==> config.mk <==
export PLATFORM = sky130hd
export DESIGN_NAME = pih_front
export DESIGN_NICKNAME = d
export VERILOG_FILES = /design/src/design/pih_pkg.sv /design/src/design/pih_front.sv
export SDC_FILE = /design/constraint.sdc
export NUM_CORES = 1
export LEC_CHECK = 0
export ABC_AREA = 1
export BUFFER_PORTS_ARGS = -buffer_cell sky130_fd_sc_hd__buf_4
export CORE_MARGIN = 2
export CORE_UTILIZATION = 59
export CTS_BUF_LIST = sky130_fd_sc_hd__clkbuf_8
export DETAILED_ROUTE_END_ITERATION = 8
export PLACE_DENSITY = 0.89
export SYNTH_ARGS = -nofsm -noshare
export SYNTH_HDL_FRONTEND = slang
export SYNTH_SLANG_ARGS = --single-unit
==> constraint.sdc <==
create_clock -name i_clk -period 26.5 [get_ports i_clk]
set_clock_uncertainty 0.1 [all_clocks]
set_input_delay 7.95 -clock i_clk [delete_from_list [all_inputs] [get_ports i_clk]]
set_output_delay 7.95 -clock i_clk [all_outputs]
set_load 0.01 [all_outputs]
==> src/design/pih_pkg.sv <==
package pih_pkg;

    localparam int COORD_BITS = 32;
    localparam int VIDX_BITS  = 3;
    localparam int NUM_RIM    = 6;
    localparam int TOL_BITS   = 16;
    localparam int TOL_SHIFT  = 16;
    localparam int QDEPTH     = 2;
    localparam int DW         = COORD_BITS + 2;
    localparam int MW         = 2 * DW + 2;
    localparam int PW         = 2 * MW;
    localparam int RW         = MW + 3;
    localparam int CNT_BITS   = $clog2(MW + 1);
    localparam int RAW_BITS   = 3 * COORD_BITS;

    typedef enum logic {
        OP_LOAD,
        OP_TEST
    } t_op;

    typedef struct packed {
        t_op                    op;
        logic [VIDX_BITS-1:0]   idx;
        logic [RAW_BITS-1:0]    coords;
    } t_item;

    typedef struct packed {
        logic  vld;
        t_item item;
    } t_head;

    typedef struct packed {
        logic signed [DW-1:0] x;
        logic signed [DW-1:0] y;
        logic signed [DW-1:0] z;
    } t_vec;

    typedef enum logic [1:0] {
        CM_AREA,
        CM_S1,
        CM_S2,
        CM_S3
    } t_cm;

    typedef enum logic [3:0] {
        S_IDLE,
        S_RDC,
        S_RDA,
        S_RDB,
        S_MUL1,
        S_MUL2,
        S_SQ,
        S_SQRT,
        S_CHK,
        S_TOL,
        S_NXT
    } t_state;

    function automatic logic signed [DW-1:0] sext(input logic [COORD_BITS-1:0] w);
        return {{(DW - COORD_BITS){w[COORD_BITS-1]}}, w};
    endfunction

    function automatic t_vec vec_of(input logic [RAW_BITS-1:0] raw);
        t_vec v;
        v.x = sext(raw[3*COORD_BITS-1 -: COORD_BITS]);
        v.y = sext(raw[2*COORD_BITS-1 -: COORD_BITS]);
        v.z = sext(raw[COORD_BITS-1 -: COORD_BITS]);
        return v;
    endfunction

    function automatic t_vec vsub(input t_vec a, input t_vec b);
        t_vec v;
        v.x = a.x - b.x;
        v.y = a.y - b.y;
        v.z = a.z - b.z;
        return v;
    endfunction

    function automatic logic signed [DW-1:0] comp(input t_vec v, input logic [1:0] k);
        logic signed [DW-1:0] c;
        unique case (k)
            2'd0:    c = v.x;
            2'd1:    c = v.y;
            default: c = v.z;
        endcase
        return c;
    endfunction

    function automatic logic [MW-1:0] mag(input logic signed [DW-1:0] c);
        logic [DW-1:0] a;
        a = c[DW-1] ? DW'(-c) : DW'(c);
        return MW'(a);
    endfunction

endpackage

==> src/design/pih_front.sv <==
module pih_front import pih_pkg::*; (
    input  logic                       i_clk,
    input  logic                       i_rst_n,
    input  logic                       i_start,
    output logic                       o_busy,
    input  logic                       i_command,
    input  logic [VIDX_BITS-1:0]       i_vertex_index,
    input  logic signed [COORD_BITS-1:0] i_coord_x,
    input  logic signed [COORD_BITS-1:0] i_coord_y,
    input  logic signed [COORD_BITS-1:0] i_coord_z,
    output t_head                      o_head,
    input  logic                       i_pop
);

    t_item r_q [QDEPTH];
    logic  r_wp, r_rp;
    logic  [1:0] r_cnt, n_cnt;
    logic  accept, keep;
    t_item in_item;

    assign o_busy = (r_cnt == 2'(QDEPTH));
    assign accept = i_start && !o_busy;
    assign in_item.op     = t_op'(i_command);
    assign in_item.idx    = i_vertex_index;
    assign in_item.coords = {i_coord_x, i_coord_y, i_coord_z};
    // loads to the unused slot are dropped here
    assign keep = accept && (in_item.op == OP_TEST ||
                             i_vertex_index <= VIDX_BITS'(NUM_RIM));

    assign o_head.vld  = (r_cnt != 2'd0);
    assign o_head.item = r_q[r_rp];

    always_comb begin
        n_cnt = r_cnt;
        if (keep && !i_pop) begin
            n_cnt = r_cnt + 2'd1;
        end else if (!keep && i_pop) begin
            n_cnt = r_cnt - 2'd1;
        end
    end

    always_ff @(posedge i_clk) begin
        if (!i_rst_n) begin
            r_wp  <= 1'b0;
            r_rp  <= 1'b0;
            r_cnt <= 2'd0;
        end else begin
            r_cnt <= n_cnt;
            if (keep) begin
                r_wp <= ~r_wp;
            end
            if (i_pop) begin
                r_rp <= ~r_rp;
            end
        end
    end

    always_ff @(posedge i_clk) begin
        if (keep) begin
            r_q[r_wp] <= in_item;
        end
    end

endmodule

==> impl_metrics.py <==
metrics = {
    "outcome": {
        "outcome": "finished, final reports clean",
    },
    "clocking": {
        "cts_htree_levels": 1,
        "cts_inserted_buffers": 31,
        "cts-root-buf": "clkbuf_8",
        "cts_tree": "done",
        "clk_latency_ns": 0.52,
        "holdBufCountCts": 0,
        "clk_pin_slew_ns": 0.06,
        "clk_path_buf_depth": 3,
        "cts_sinks": 205,
        "postCtsSetupRepairBufs": 0,
        "cts_resized": 0,
    },
    "timing": {
        "tightestPinTransition_ns": 0.997,
        "timing.setup.tns_ns": 0,
        "slew_viol_final": 0,
        "finalHoldViolations": 0,
        "period_share": 0.414,
        "slew_headroom": 0.335,
        "rsz0062_at_grt": "false",
        "fin_crit_ns": 10.98,
        "fmax_ghz": 0.0910,
        "setup_viol": 0,
    },
    "worst_hold_path": {
        "hold_path.class": "flip-flop to flip-flop",
        "min_path_cells": 2,
        "min_from": "r_rp",
    },
    "synth": {
        "syn_area_per_cell_um2": 22.5,
        "syn_area_um2": 7990,
        "synth_cell_type_count": 15,
        "synth_warnings": 0,
        "synth_edf_count": 200,
        "synth.ff_latch_count": 205,
        "synth_top_cell_area_share": 0.752,
        "ys.flop_type": "edfxtp_1",
        "synth_cells": 355,
        "async_reset_ff_frac": 0,
        "ys_seq_area_frac": 0.765,
        "synth_area_leaders": "edfxtp_1 (75%), mux2_4 (19%), buf_12 (2.5%)",
        "yosys.area.top_type": "edfxtp_1",
        "syn_nets": 460,
    },
    "finish": {
        "drive_gt1_frac": 0.581,
        "fill_cells": 763,
        "nets": 691,
        "syn2layout_area_growth_pct": 27.5,
        "layout_common_cells": "buf_4 (209), edfxtp_1 (200), mux2_4 (100)",
        "layout_commonest_cell": "buf_4",
        "diodes": 0,
    },
    "global_routing": {
        "grt_pass1_vias": 4224,
        "track_usage": 0.195,
        "grt_pass1_wl_mm": 21.8,
        "antenna_found_initial": 0,
        "grt_max_degree": 63,
        "overflow": 0,
    },
    "critical_path": {
        "crit_path_end_kind": "primary output",
        "required_ns": 18.45,
        "rr_worst_depth": 5,
        "cp.arrival_ns": 2.93,
        "crit_path_max_fanout": 54,
        "path_class": "flip-flop to primary output",
        "start_kind": "flip-flop",
        "r2r_slack_ns": 23.94,
        "crit_end": "o_head[86]",
        "r2r-end": "r_q[1][79]",
        "r2r-start": "r_cnt[0]",
    },
    "floorplanning": {
        "ioPinCount": 206,
        "initial_core_util": 0.603,
        "die-area_um2": 14500,
        "die_h_um": 120,
        "core_area_um2": 13200,
        "die_x_um": 120,
        "row_count": 42,
    },
    "detailed_routing": {
        "ant_nets": 0,
        "firstDrtPassIters": 4,
        "route.detailed.drc": 0,
        "post_drt_wl_per_cell_um": 18.5,
        "drt_iter0_markers": 242,
        "vias": 3965,
        "via_per_inst": 5.04,
        "wl_mm": 14.6,
    },
    "place": {
        "io_buffers": 205,
        "place_congestion": 0.765,
        "dp_hpwl_mm": 9.73,
    },
    "power_and_ir_drop": {
        "p_leak_nw": 4.12,
        "p_per_area_nw_per_um2": 73.4,
        "ir_drop_v": 0.0000642,
        "finalPower_mw": 0.747,
    },
    "flow_run": {
        "maxCapViolCount": 0,
    },
}
==> report_power, final <==
group | switching, mW | leakage, nW | internal [mW] | total [mW]
Clock | 0.112 | 0.339 | 0.129 | 0.242
Combinational | 0.0479 | 1.88 | 0.0607 | 0.109
Sequential | 0.00997 | 1.90 | 0.387 | 0.397
==> sequential cells by signal, indices dropped and copies added (netlist names), named ones only <==
| name | flops |
|---|---|
| r_wp | 1 |
| r_cnt | 2 |
| r_q | 200 |
| r_rp | 1 |
==> layout make-up <==
| class | instances | area, um2 | share of cell area |
|---|---|---|---|
| Sequential cell | 205 | 6110 | 0.600 |
| Multi-Input combinational cell | 130 | 1640 | 0.161 |
| Timing Repair Buffer | 209 | 1570 | 0.154 |
| Clock buffer | 38 | 523 | 0.0514 |
| Tap cell | 176 | 220 | 0.0216 |
| Clock inverter | 20 | 83.8 | 0.00823 |
| Inverter | 9 | 36.3 | 0.00356 |
==> cell families after synthesis <==
| kind of cell | Yosys count | synth area share |
|---|---|---|
| flip-flops | 205 | 0.765 |
| multiplexers | 100 | 0.188 |
| AND/OR/NAND/NOR | 26 | 0.0130 |
| buffers and inverters | 20 | 0.0307 |
| AO/OA/AOI/OAI | 3 | 0.00219 |
| adder cells (fa/ha/maj) | 1 | 0.00157 |
==> Yosys cell counts, types with 5 or more instances <==
master    count
nand2_1      13
dfxtp_1       5
nor2_1       10
inv_1         9
edfxtp_1    200
mux2_4      100
buf_12       10
==> per-stage QoR <==
| step | hold WS [ns] | instances | area [um2] | setup WS (ns) | utilization |
|---|---|---|---|---|---|
| after floorplan | 0.363 | 355 | 7990 | 10.89 | - |
| after global placement | 0.376 | 729 | 9580 | 16.06 | 0.723 |
| after detailed placement | 0.396 | 729 | 9580 | 16.05 | 0.723 |
| after CTS | 0.409 | 787 | 10200 | 15.47 | 0.769 |
| after global routing | 0.455 | 787 | 10200 | 15.37 | 0.769 |
| final | 0.412 | 787 | 10200 | 15.52 | 0.769 |
==> worst min path at each step <==
stage                 to
2_1_floorplan  flip-flop
3_3_place_gp        r_rp
3_5_place_dp        r_rp
4_1_cts             r_rp
5_1_grt             r_wp
6_report            r_rp
==> critical path: stages (launching register included) <==
cell	delay [ns]
dfxtp_4	1.02
buf_4	0.81
mux2_4	0.37
buf_4	0.15
==> metal layers <==
layer	vias to the layer above	wire length, um	global-route usage	part of all wire
met4	0	257	0.0610	0.018
met3	16	1030	0.0505	0.070
li1	1849	-	-	-
met2	151	7560	0.335	0.52
met1	1949	5740	0.245	0.39
met5	-	0	0	0
(Power assumes the default switching activity.)
